===== src/sv/u8gd_pkg.sv =====
// ----------------------------------------------------------------------------
// u8gd_pkg
// Shared types and constants for the UTF-8 glyph decoder.
// ----------------------------------------------------------------------------
package u8gd_pkg;

    localparam int unsigned BYTE_W  = 8;
    localparam int unsigned VALUE_W = 21;
    localparam int unsigned CNT_W   = 3;
    localparam int unsigned HIST_D  = 3;

    // Result kinds carried on the output tuser
    typedef enum logic [1:0] {
        KIND_NONE    = 2'd0,
        KIND_GLYPH   = 2'd1,
        KIND_CODEPT  = 2'd2,
        KIND_INVALID = 2'd3
    } kind_t;

    // Byte class masks and patterns
    localparam logic [7:0] ASCII_MASK = 8'h80;
    localparam logic [7:0] CONT_MASK  = 8'hC0;
    localparam logic [7:0] CONT_PAT   = 8'h80;
    localparam logic [7:0] LEAD2_MASK = 8'hE0;
    localparam logic [7:0] LEAD2_PAT  = 8'hC0;
    localparam logic [7:0] LEAD3_MASK = 8'hF0;
    localparam logic [7:0] LEAD3_PAT  = 8'hE0;
    localparam logic [7:0] LEAD4_MASK = 8'hF8;
    localparam logic [7:0] LEAD4_PAT  = 8'hF0;

    localparam logic [7:0] LEAD_C2    = 8'hC2;
    localparam logic [7:0] LEAD_C3    = 8'hC3;
    localparam logic [7:0] C3_OFFSET  = 8'h40;
    localparam logic [7:0] CHAR_LF    = 8'h0A;
    localparam logic [7:0] CHAR_CR    = 8'h0D;
    localparam logic [7:0] CHAR_SPACE = 8'h20;

    localparam logic [CNT_W-1:0] LEN_NONE = 3'd0;
    localparam logic [CNT_W-1:0] LEN_2    = 3'd2;
    localparam logic [CNT_W-1:0] LEN_3    = 3'd3;
    localparam logic [CNT_W-1:0] LEN_4    = 3'd4;
    localparam logic [CNT_W-1:0] POS_MAX  = 3'd7;

    // Running sequence state; hist[0] is the most recent byte
    typedef struct packed {
        logic [CNT_W-1:0]                  seq_length;
        logic [CNT_W-1:0]                  seq_position;
        logic [HIST_D-1:0][BYTE_W-1:0]     hist;
    } state_t;

    typedef struct packed {
        kind_t               kind;
        logic [VALUE_W-1:0]  value;
    } result_t;

endpackage


===== src/sv/utf8_glyph_decoder_unit.sv =====
// ----------------------------------------------------------------------------
// utf8_glyph_decoder_unit
// Streaming UTF-8 to glyph / code point decoder.
// ----------------------------------------------------------------------------
// Takes one message byte per request on the slave side and gives exactly one
// result per byte on the master side (kind "nothing" included). Throughput is
// one byte per clock while m_tready is high; each byte passes through the input
// register and then the result register. The rate is set by the loop through
// the sequence state (length, position, last three bytes) that each byte
// updates as it moves from the input register to the result register.
// Set s_tuser on the first byte of a message to clear the sequence state.
// ASCII gives a glyph (LF and CR map to space), C2/C3 two-byte sequences give
// Latin-1 glyphs, three and four byte sequences give a code point on their
// last byte, other two-byte leads and bytes F8..FF give an invalid result.
// No range checks are done on decoded code points.
// ----------------------------------------------------------------------------
module utf8_glyph_decoder_unit (
    input  logic        clk,
    input  logic        rst_n,
    input  logic        s_tvalid,
    output logic        s_tready,
    input  logic [7:0]  s_tdata,   // [7:0] in_byte
    input  logic        s_tuser,   // [0] first_of_message
    output logic        m_tvalid,
    input  logic        m_tready,
    output logic [23:0] m_tdata,   // [20:0] out_value, [23:21] zero
    output logic [1:0]  m_tuser    // [1:0] out_kind
);
    import u8gd_pkg::*;

    // input register
    logic       in_valid_reg;
    logic [7:0] in_byte_reg;
    logic       in_first_reg;

    // sequence state
    state_t     state_reg;
    state_t     state_next;
    result_t    step_result;

    // result register
    logic               out_valid_reg;
    kind_t              out_kind_reg;
    logic [VALUE_W-1:0] out_value_reg;

    logic out_free;
    logic advance;

    // result slot is free when empty or being drained this cycle
    assign out_free = !out_valid_reg || m_tready;
    assign advance  = in_valid_reg && out_free;
    assign s_tready = !in_valid_reg || advance;

    u8gd_step u_step (
        .in_byte          (in_byte_reg),
        .first_of_message (in_first_reg),
        .state_cur        (state_reg),
        .state_next       (state_next),
        .result           (step_result)
    );

    always_ff @(posedge clk or negedge rst_n)
    begin
        if (!rst_n)
        begin
            in_valid_reg <= 1'b0;
        end
        else if (s_tready)
        begin
            in_valid_reg <= s_tvalid;
        end
    end

    always_ff @(posedge clk)
    begin
        if (s_tvalid && s_tready)
        begin
            in_byte_reg  <= s_tdata;
            in_first_reg <= s_tuser;
        end
    end

    // state advances only when the byte's result is committed
    always_ff @(posedge clk or negedge rst_n)
    begin
        if (!rst_n)
        begin
            state_reg <= '0;
        end
        else if (advance)
        begin
            state_reg <= state_next;
        end
    end

    always_ff @(posedge clk or negedge rst_n)
    begin
        if (!rst_n)
        begin
            out_valid_reg <= 1'b0;
        end
        else if (out_free)
        begin
            out_valid_reg <= in_valid_reg;
        end
    end

    always_ff @(posedge clk)
    begin
        if (advance)
        begin
            out_kind_reg  <= step_result.kind;
            out_value_reg <= step_result.value;
        end
    end

    assign m_tvalid = out_valid_reg;
    assign m_tdata  = {3'd0, out_value_reg};
    assign m_tuser  = out_kind_reg;

    // nothing and invalid results carry a zero value
    assert property (@(posedge clk) disable iff (!rst_n)
        m_tvalid && (m_tuser == KIND_NONE || m_tuser == KIND_INVALID) |-> m_tdata == 24'd0)
        else $error("nonzero value on a nothing/invalid result");

    // an open sequence always has a nonzero position
    assert property (@(posedge clk) disable iff (!rst_n)
        (state_reg.seq_length != LEN_NONE) |-> (state_reg.seq_position != 3'd0))
        else $error("sequence length set with zero position");

    // the length is only ever none, 2, 3 or 4
    assert property (@(posedge clk) disable iff (!rst_n)
        state_reg.seq_length == LEN_NONE || state_reg.seq_length == LEN_2 ||
        state_reg.seq_length == LEN_3 || state_reg.seq_length == LEN_4)
        else $error("illegal sequence length");

    // a byte F8..FF gives an invalid result and closes the sequence
    assert property (@(posedge clk) disable iff (!rst_n)
        advance && (in_byte_reg[7:3] == 5'b11111) |=>
            m_tvalid && m_tuser == KIND_INVALID && state_reg.seq_length == LEN_NONE)
        else $error("bad lead byte not flagged");

endmodule


===== src/sv/u8gd_step.sv =====
// ----------------------------------------------------------------------------
// u8gd_step
// One decode step: current state and byte in, next state and result out.
// ----------------------------------------------------------------------------
module u8gd_step (
    input  logic [7:0]         in_byte,
    input  logic               first_of_message,
    input  u8gd_pkg::state_t   state_cur,
    output u8gd_pkg::state_t   state_next,
    output u8gd_pkg::result_t  result
);
    import u8gd_pkg::*;

    state_t          st;
    logic [CNT_W-1:0] pos_inc;
    logic [7:0]      c3_glyph;

    // a message start clears the sequence state before the byte is handled
    assign st       = first_of_message ? '0 : state_cur;
    assign pos_inc  = (st.seq_position < POS_MAX) ? st.seq_position + 3'd1 : st.seq_position;
    assign c3_glyph = in_byte + C3_OFFSET;

    always_comb
    begin
        state_next         = st;
        state_next.hist    = {st.hist[1], st.hist[0], in_byte};
        result.kind        = KIND_NONE;
        result.value       = '0;

        priority if ((in_byte & ASCII_MASK) == 8'h00)
        begin
            state_next.seq_length   = LEN_NONE;
            state_next.seq_position = '0;
            result.kind             = KIND_GLYPH;
            result.value            = (in_byte == CHAR_LF || in_byte == CHAR_CR)
                                      ? {13'd0, CHAR_SPACE} : {13'd0, in_byte};
        end
        else if ((in_byte & CONT_MASK) == CONT_PAT)
        begin
            state_next.seq_position = pos_inc;
            priority if (pos_inc == 3'd2 && st.seq_length == LEN_2)
            begin
                priority if (st.hist[0] == LEAD_C2)
                begin
                    result.kind  = KIND_GLYPH;
                    result.value = {13'd0, in_byte};
                end
                else if (st.hist[0] == LEAD_C3)
                begin
                    result.kind  = KIND_GLYPH;
                    result.value = {13'd0, c3_glyph};
                end
                else
                begin
                    result.kind  = KIND_INVALID;
                end
            end
            else if (pos_inc == 3'd3 && st.seq_length == LEN_3)
            begin
                result.kind  = KIND_CODEPT;
                result.value = {5'd0, st.hist[1][3:0], st.hist[0][5:0], in_byte[5:0]};
            end
            else if (pos_inc == 3'd4 && st.seq_length == LEN_4)
            begin
                result.kind  = KIND_CODEPT;
                result.value = {st.hist[2][2:0], st.hist[1][5:0],
                                st.hist[0][5:0], in_byte[5:0]};
            end
            else
            begin
                result.kind  = KIND_NONE;
            end
        end
        else if ((in_byte & LEAD2_MASK) == LEAD2_PAT)
        begin
            state_next.seq_length   = LEN_2;
            state_next.seq_position = 3'd1;
        end
        else if ((in_byte & LEAD3_MASK) == LEAD3_PAT)
        begin
            state_next.seq_length   = LEN_3;
            state_next.seq_position = 3'd1;
        end
        else if ((in_byte & LEAD4_MASK) == LEAD4_PAT)
        begin
            state_next.seq_length   = LEN_4;
            state_next.seq_position = 3'd1;
        end
        else
        begin
            // F8..FF: not a valid lead
            state_next.seq_length   = LEN_NONE;
            state_next.seq_position = '0;
            result.kind             = KIND_INVALID;
        end
    end

endmodule

===== config.mk =====
export PLATFORM = sky130hd
export DESIGN_NAME = utf8_glyph_decoder_unit
export DESIGN_NICKNAME = d
export VERILOG_FILES = /design/src/sv/u8gd_pkg.sv /design/src/sv/utf8_glyph_decoder_unit.sv /design/src/sv/u8gd_step.sv
export SDC_FILE = /design/constraint.sdc
export NUM_CORES = 1
export LEC_CHECK = 0
export ABC_AREA = 1
export BUFFER_PORTS_ARGS = -buffer_cell sky130_fd_sc_hd__buf_2
export CORE_ASPECT_RATIO = 1.25
export CORE_MARGIN = 2
export CORE_UTILIZATION = 45
export DETAILED_ROUTE_END_ITERATION = 10
export PLACE_DENSITY = 0.66
export SETUP_SLACK_MARGIN = 0.02
export SLEW_MARGIN = 0
export SYNTH_ARGS = -nofsm -noshare
export SYNTH_HDL_FRONTEND = slang
export SYNTH_SLANG_ARGS = --single-unit

===== constraint.sdc =====
create_clock -name clk -period 4.4 [get_ports clk]
set_input_delay 0.66 -clock clk [delete_from_list [all_inputs] [get_ports clk]]
set_output_delay 0.66 -clock clk [all_outputs]
set_load 0.005 [all_outputs]

== Word level (Yosys, flattened, before mapping) ==
Cells that the tools add are included.

* Register bits after elaboration: 64
* Bits in latches: 0
* Memory bits (writable): 0
* Memory bits (read-only): 0
* Input bits: 13
* Memories: 0

* $add $sub $neg: 2
* Multipliers: 0
* Div/mod/pow operators: 0
* Order comparisons: 1
* Eq/ne operators: 14
* Shift operators: 0
* Multiplexer cells: 22
* Bitwise logic cells: 0
* Reduce and logical (&&, ||, !) cells: 11

{| class="wikitable"
|+ Operators by type and width
! operator !! count
|-
| 23-bit 2-to-1 mux || 3
|-
| 21-bit 2-to-1 mux || 3
|-
| 30-bit 2-to-1 mux || 1
|-
| 6-bit 2-to-1 mux || 4
|-
| 8-bit by 4-bit equality test with 1-bit output, second input constant || 2
|-
| 8-bit equality test, second input constant || 2
|-
| 8-bit 2-to-1 mux || 2
|-
| 3-bit by 2-bit equality test with 1-bit output, second input constant || 4
|-
| 2-bit 2-to-1 mux || 6
|-
| 3-bit equality test, second input constant || 3
|-
| 3-bit 2-to-1 mux || 3
|-
| 8-bit by 7-bit adder with 8-bit output, second input constant || 1
|-
| 8-bit logical NOT || 1
|-
| 5-bit equality test, second input constant || 1
|-
| 1-bit logical AND || 5
|-
| 4-bit equality test, second input constant || 1
|-
| 3-bit by 1-bit adder with 3-bit output, second input constant || 1
|-
| 1-bit logical OR || 3
|-
| 3-bit less-than comparator, second input constant || 1
|-
| 2-bit equality test, second input constant || 1
|-
| 1-bit logical NOT || 2
|}

== Longest topological paths before layout ==
Gate-level depths: netlist (run 1).

* Depth in word-level cells: 10
* Depth in mapped cells: 14
* Gate-level depth less buffers: 14

== Cells and area by module ==
From an unflattened synthesis (run 1), not the netlist that was laid out.

* Cells, all modules: 350
* Area total of the unflattened synthesis: 3,179.3 um^2

{| class="wikitable"
|+ By module, submodules not included
! module !! instances !! cells each !! area an instance (um^2) !! sequential area each (um^2)
|-
| utf8_glyph_decoder_unit || 1 || 176 || 2,255.9 || 1,761.7
|-
| u8gd_step || 1 || 174 || 923.4 || 0.0
|}

== Worst setup path after synthesis (run 1) ==
Ideal clock, no wire load.

* Kind: input-to-reg
* Start point: input port m_tready
* End point: register out_kind_reg[0], in the netlist m_tuser[0] (enable)
* Setup time: 395 ps
* Arrival: 1,789 ps
* Setup slack: 2,217 ps
* Cell stages on the path: 5
* Path through: inv_1 > nand2_1 > nand2_1 > inv_1 > clkbuf_1

* Cells in the longest elaborated chain, start to end: 2

{| class="wikitable"
|+ RTL lines
! element !! line !! RTL
|-
| from (decl) || utf8_glyph_decoder_unit.sv:25 || <nowiki>input logic m_tready,</nowiki>
|-
| 1-bit logical OR || utf8_glyph_decoder_unit.sv:50 || <nowiki>assign out_free = !out_valid_reg || m_tready;</nowiki>
|-
| 1-bit logical AND || utf8_glyph_decoder_unit.sv:51 || <nowiki>assign advance = in_valid_reg && out_free;</nowiki>
|-
| via advance || utf8_glyph_decoder_unit.sv:47 || <nowiki>logic advance;</nowiki>
|-
| to (signal assigned) || utf8_glyph_decoder_unit.sv:112 || <nowiki>out_kind_reg <= step_result.kind;</nowiki>
|-
| to (decl) || utf8_glyph_decoder_unit.sv:43 || <nowiki>kind_t out_kind_reg;</nowiki>
|}

The timed path passes the listed nets, and every way through them passes these cells.
A chain may end at the register's enable or synchronous reset.

== Worst setup path in the final report (run 1) ==
* Start point: register in_byte_reg[7]
* End point: register out_kind_reg[1], in the netlist m_tuser[1], data pin

* Cells in the longest elaborated chain, start to end: 5
* Elaborated cells on any way between the ends: 9
* Those cells by class: 4 x eq/ne; 4 x mux; 1 x reduce/logical

{| class="wikitable"
|+ RTL lines
! element !! line !! RTL
|-
| from (decl) || utf8_glyph_decoder_unit.sv:33 || <nowiki>logic [7:0] in_byte_reg;</nowiki>
|-
| from (signal assigned) || utf8_glyph_decoder_unit.sv:78 || <nowiki>in_byte_reg <= s_tdata;</nowiki>
|-
| 5-bit equality test || u8gd_step.sv:84 || <nowiki>else if ((in_byte & LEAD4_MASK) == LEAD4_PAT)</nowiki>
|-
| 2-bit 2-to-1 mux || u8gd_step.sv:84 ||
|-
| 2-bit 2-to-1 mux || u8gd_step.sv:79 || <nowiki>else if ((in_byte & LEAD3_MASK) == LEAD3_PAT)</nowiki>
|-
| 2-bit 2-to-1 mux || u8gd_step.sv:74 || <nowiki>else if ((in_byte & LEAD2_MASK) == LEAD2_PAT)</nowiki>
|-
| 2-bit 2-to-1 mux || u8gd_step.sv:38 || <nowiki>else if ((in_byte & CONT_MASK) == CONT_PAT)</nowiki>
|}

Parallel ways exist; a longest one is shown, timed or not.

==> results of run 1 <==
final cells by class:
cell class	instances	share of cell area, %
clock buffers	13	5.259
multi-input cells	173	28.57
clock inverters	3	0.4969
well taps	66	2.733
inverters	32	4.058
flip-flops and latches	57	52.51
repair buffers	38	6.377
worst max-delay path, stage by stage (launching register included):
cell and delay, ns:
edfxtp_1 0.61, ha_1 0.54, inv_1 0.18, nand2_1 0.14, nor2_1 0.08, nand2_1 0.14
nand2_1 0.07, inv_1 0.06, a21oi_2 0.05
cell usage after synthesis, types with 2 or more instances:
master,n,share of area [%]
nand2_1,61,8.7
edfxtp_1,32,37
inv_1,30,4.3
dfrtp_1,25,24
nor2_1,25,3.6
o21ai_0,25,4.8
nand3_1,14,2.7
a21oi_1,8,1.5
nand2_2,6,1.4
clkbuf_1,5,0.71
nor3_1,5,0.95
nor3b_1,5,1.4
ha_1,4,1.9
buf_4,3,0.86
nand3_2,3,1.1
nand4_1,3,0.71
buf_6,2,0.86
power groups by stage:
stage	clock network [mW]	logic [mW]	registers [mW]
2_1_floorplan	0	0.126	0.698
3_3_place_gp	0	0.185	0.702
3_5_place_dp	0	0.189	0.705
4_1_cts	0.439	0.190	0.695
5_1_grt	0.465	0.219	0.703
6_report	0.425	0.187	0.695
per-layer routing:
| metal | vias up | share of wire, % | track usage [%] |
|---|---|---|---|
| met4 | 0 | 2.8 | 9.091 |
| met2 | 54 | 52 | 29.69 |
| met1 | 879 | 41 | 19.88 |
| met5 | - | 0 | 0 |
| met3 | 12 | 4.7 | 5.975 |
| li1 | 972 | - | - |
logic make-up after synthesis:
kind of cell / count (synthesis) / share of synthesized area (%)
AO/OA/AOI/OAI: 39 / 7.997
other: 1 / 0.1427
AND/OR/NAND/NOR: 126 / 22.18
buffers and inverters: 42 / 7.092
adder cells (fa/ha/maj): 4 / 1.904
XOR/XNOR: 1 / 0.3332
flip-flops: 57 / 60.35
worst paths after layout:
| kind | start | end | slack [ns] | depth (start not counted) |
|---|---|---|---|---|
| min in group clk | state_reg[9] | state_reg[9] | 0.48 | 2 |
| min | rst_n | in_valid_reg | 0.33 | 1 |
| max reg2reg | in_byte_reg[7] | m_tuser[1] | 2.29 | 8 |
| min reg2reg | state_reg[9] | state_reg[9] | 0.48 | 2 |
| max | in_byte_reg[7] | m_tuser[1] | 2.29 | 8 |
| max in group asynchronous | rst_n | state_reg[28] | 3.69 | 1 |
metrics by stage:
stage          utilization, %  power [mW]
2_1_floorplan               -      0.8237
3_3_place_gp            49.95      0.8875
3_5_place_dp            49.95      0.8938
4_1_cts                 53.00       1.324
5_1_grt                 53.00       1.386
6_report                53.00       1.306
==> flow_summary_export.csv, run 1 <==
group,metric,value,unit
cts,post-cts-setup-buffers,0,
drt,viasPerCell,5.018,
sta,rsz0062_at_grt,"false",
synthesis,ys_seq_area_share,60.35,%
drt,drc,0,
synthesis,synthArstFlopShare,43.86,%
pwr,p_leak,1.338,nW
floorplanning,rows,31,
pwr,p_seq_share,53.2,%
drt,ant_nets,0,
synthesis,yosysUniqueCellTypes,31,
pwr,power_frac_comb,14.3,%
placement,gp_congestion,0.8852,
placement,place_hpwl,3.647,mm
worst_setup_path,cp.required,4.48,ns
sta,period_minus_slack,2.113,ns
placement,placedInstanceArea,0.002848,mm^2
placement,portBuffers,37,
cells_and_area,finalNonFillerCells,382,
floorplanning,die_w,72.36,um
worst_setup_path,worstPathMaxFanout,13,
floorplanning,initial_core_util,46.10,%
cells_and_area,largest_reg_flops,23,
synthesis,synth_seq_cells,57,
cts,cts_tree,"built",
status,outcome,"complete, no violations",
cts,clk_pin_slew_worst_paths,0.06,ns
cells_and_area,layout_commonest_cell,"nand2_1",
floorplanning,io_pins,41,
cts,postCtsResizedCells,0,
cts,cts_root_buf,"clkbuf_8",
drt,drt-initial-drc-count,110,
cells_and_area,drive_gt1_share,21.52,%
job,cap_violations,0,
grt,grt_usage,17.63,%
worst_setup_path,critPathLaunchType,"register",
cts,clock_path_buffers,2,
placement,dpl.cell_count,366,
drt,drt-wirelength-per-cell,13.45,um
floorplanning,core,0.005702,mm^2
floorplanning,dieHeight,89.46,um
synthesis,synth_edf_count,32,
drt,route.vias.total,1917,
sta,slew_violations,0,
cells_and_area,diodes,0,
drt,drt-pass1-iter-count,4,
sta,worst_slew_pin_slew,1.093,ns
pwr,clock_power_share,32.5,%
grt,grt.overflow.total,0,
cts,clk_latency,0.33,ns
pwr,swShare,27.31,%
cells_and_area,final_cell_mix,"nand2_1, buf_2, edfxtp_1, inv_1",
synthesis,syn_inst,270,
pwr,p_int,0.9493,mW
cts,ctsHtreeMaxLevel,3,
sta,holdWs,0.3281,ns
grt,grt_pass1_vias,1795,
placement,place_ws,1.972,ns
cts,clock_sinks,57,
sta,setup_ws,2.287,ns
sta,max_slew_margin,27.03,%
floorplanning,dieArea,0.006473,mm^2
worst_setup_path,critical_path_class,"reg -> reg",
synthesis,synth_area,0.002629,mm^2
synthesis,dominantRegCellSynth,"edfxtp_1",
pwr,peakVddDrop,0.2682,mV
cells_and_area,synthToLayoutAreaGrowth,14.95,%
worst_setup_path,end_kind,"register",
grt,antenna_found_initial,0,
cells_and_area,multi_input_area,863.3,um^2
sta,fin_crit_sh,48.03,%
cts,cts_hold_buf,0,
sta,final-hold-violation-count,0,
sta,tns,0,ns
cells_and_area,nFillCells,521,
worst_setup_path,arrival,2.19,ns
synthesis,yosys_warnings,0,
cells_and_area,nNetsFinal,328,
pwr,power.switching,0.3566,mW
synthesis,synth_area_per_cell,9.736,um^2
grt,grt_pass1_wl,8.300,mm
grt,grt_max_degree,35,
cts,cts-buffers-inserted,9,
sta,setup_viol,0,
cells_and_area,register_area,0.001587,mm^2
cells_and_area,fin_area,0.003022,mm^2
sta,fin_worst_skew,0.005650,ns
sta,max_freq,473.2,MHz
pwr,pwr_density_cell,432.2,mW/mm^2
drt,wl,5.137,mm
hold_path,hold_path.class,"in -> async",
Power figures use the tool's default switching activity.
==> inputs of run 2 (changes only) <==
==> constraint.sdc (replaced) <==
create_clock -name clk -period 2.1 [get_ports clk]
set_input_delay 0.315 -clock clk [delete_from_list [all_inputs] [get_ports clk]]
set_output_delay 0.315 -clock clk [all_outputs]
set_load 0.005 [all_outputs]
==> run 2 against run 1 <==
Final area grew 1.0%. Flip-flop and latch count unchanged. Via count up 1.7%. Utilization up 0.55 points. Register-to-register slack got worse by 2.1 ns. Die area did not move. Hold slack lost 0.18 ns. Sequential share of layout area down 0.54 points. Sequential power is 110% higher. Critical path type unchanged. Largest power group unchanged.
==> flow_summary_export.csv, run 2 (synthesis gave the netlist of run 1 again) <==
group,metric,value,unit
status,outcome,"complete, no violations",
worst_setup_path,crit_start,"in_first_reg",
floorplanning,dieArea,0.006473,mm^2
pwr,design_power_total,2.696,mW
hold_path,worstHoldStart,"s_tdata[2]",
drt,route.vias.total,1949,
sta,setup_viol,0,
sta,setup_ws,0.1592,ns
sta,fin_crit_sh,92.42,%
placement,gp_congestion,0.8594,
cells_and_area,register_area,0.001587,mm^2
cells_and_area,final_cell_mix,"nand2_1, buf_2, edfxtp_1, inv_1",
worst_setup_path,worstPathMaxFanout,19,
floorplanning,rows,31,
cells_and_area,largest_reg_flops,23,
cells_and_area,layout_commonest_cell,"nand2_1",
pwr,peakVddDrop,0.4753,mV
floorplanning,dieHeight,89.46,um
worst_setup_path,end_kind,"register",
cts,clock_path_buffers,2,
sta,period_minus_slack,1.941,ns
drt,drt-wirelength-per-cell,13.44,um
worst_setup_path,crit_path_top_delay_cell,"edfxtp_1",
cts,cts-buffers-inserted,9,
worst_setup_path,critPathLaunchType,"register",
sta,holdWs,0.1489,ns
cells_and_area,nNetsFinal,334,
sta,max_freq,515.2,MHz
cts,clk_latency,0.34,ns
sta,worst_slew_pin_slew,0.5839,ns
sta,tns,0,ns
worst_setup_path,max_stage_delay,0.45,ns
hold_path,hold_path.class,"in -> reg",
placement,portBuffers,37,
cts,cts_tree,"built",
cells_and_area,utilization,53.54,%
sta,slew_violations,0,
cells_and_area,finalNonFillerCells,388,
cts,ctsHtreeMaxLevel,3,
job,cap_violations,0,
cells_and_area,diodes,0,
grt,antenna_found_initial,0,
cells_and_area,nFillCells,514,
cts,clk_pin_slew_worst_paths,0.06,ns
sta,fin_worst_skew,0.006044,ns
grt,grt_max_degree,35,
worst_setup_path,cp.required,2.29,ns
floorplanning,core,0.005702,mm^2
cells_and_area,fin_area,0.003053,mm^2
sta,rsz0062_at_grt,"false",
worst_setup_path,r2r_start,"in_first_reg",
placement,placedInstanceArea,0.002878,mm^2
floorplanning,io_pins,41,
cts,cts_root_buf,"clkbuf_8",
drt,drt-pass1-iter-count,4,
grt,grt_usage,18.14,%
cells_and_area,synthToLayoutAreaGrowth,16.14,%
cells_and_area,multi_input_area,865.8,um^2
worst_setup_path,path_cells,"buf_4, inv_4, nand2_1, nor2_1, nand3_2, nor2_4, nand2_1, nand2_2, nand2_2, a21oi_1",
placement,place_ws,0.1387,ns
placement,dpl.cell_count,370,
drt,viasPerCell,5.023,
grt,grt_pass1_vias,1863,
pwr,pwr_density_cell,883.1,mW/mm^2
cts,clock_sinks,57,
worst_setup_path,arrival,2.13,ns
drt,wl,5.216,mm
pwr,p_leak,1.358,nW
floorplanning,initial_core_util,46.10,%
sta,max_slew_margin,61.07,%
grt,grt.overflow.total,0,
sta,final-hold-violation-count,0,
floorplanning,die_w,72.36,um
worst_setup_path,critical_path_class,"reg -> reg",
drt,ant_nets,0,
drt,drc,0,
grt,grt_pass1_wl,8.507,mm
placement,place_hpwl,3.610,mm
cells_and_area,drive_gt1_share,22.67,%
drt,drt-initial-drc-count,112,
run 2: changes by cell type in the layout (fill, tap and decap cells not counted), sizes merged:
cell and change:
clkinv +1, dlygate4sd3 +1, clkbuf -1, buf +5
run 2: repair_timing:
action,CTS,global route
gates resized for setup,0,1
endpoints found under the hold margin,25,0
endpoints found under the setup margin,0,9
buffers inserted,0,1
hold buffers,1,0
run 2: final cells by class:
class                           count  area share, %
Tap cell                           66          2.705
Timing Repair Buffer               44          7.869
Clock inverter                      4         0.6557
Inverter                           32          4.016
Clock buffer                       12          4.426
Sequential cell                    57          51.97
Multi-Input combinational cell    173          28.36
run 2: routing by layer:
| layer | GRT usage (%) | up-vias | part of all wire, % |
|---|---|---|---|
| met3 | 5.637 | 14 | 4.9 |
| met4 | 11.32 | 0 | 3.2 |
| met5 | 0 | - | 0 |
| met2 | 29.86 | 54 | 52 |
| li1 | - | 981 | - |
| met1 | 20.55 | 900 | 40 |
run 2: worst paths after layout:
kind                            cells past startpoint  slack, ns               end
min in group asynchronous                           2       0.53      state_reg[0]
worst max register to register                     10       0.16  out_value_reg[5]
worst min-delay path                                1       0.15    in_byte_reg[2]
max in group asynchronous                           2       1.18     state_reg[10]
worst min register to register                      2       0.48     state_reg[17]
worst max-delay path                               10       0.16  out_value_reg[5]
run 2: critical path: cells and delay by family, from the launching register on:
family | cells | cell delay [ns]
DFF | 1 | 0.45
and+or+nand+nor | 7 | 0.86
AOI/OAI and AO/OA | 1 | 0.14
buffers and inverters | 2 | 0.35
run 2: power breakdown:
part           switching (mW)  internal (mW)  total, mW
clock                   0.411          0.420      0.831
sequential             0.0849           1.37       1.45
combinational           0.268          0.147      0.415
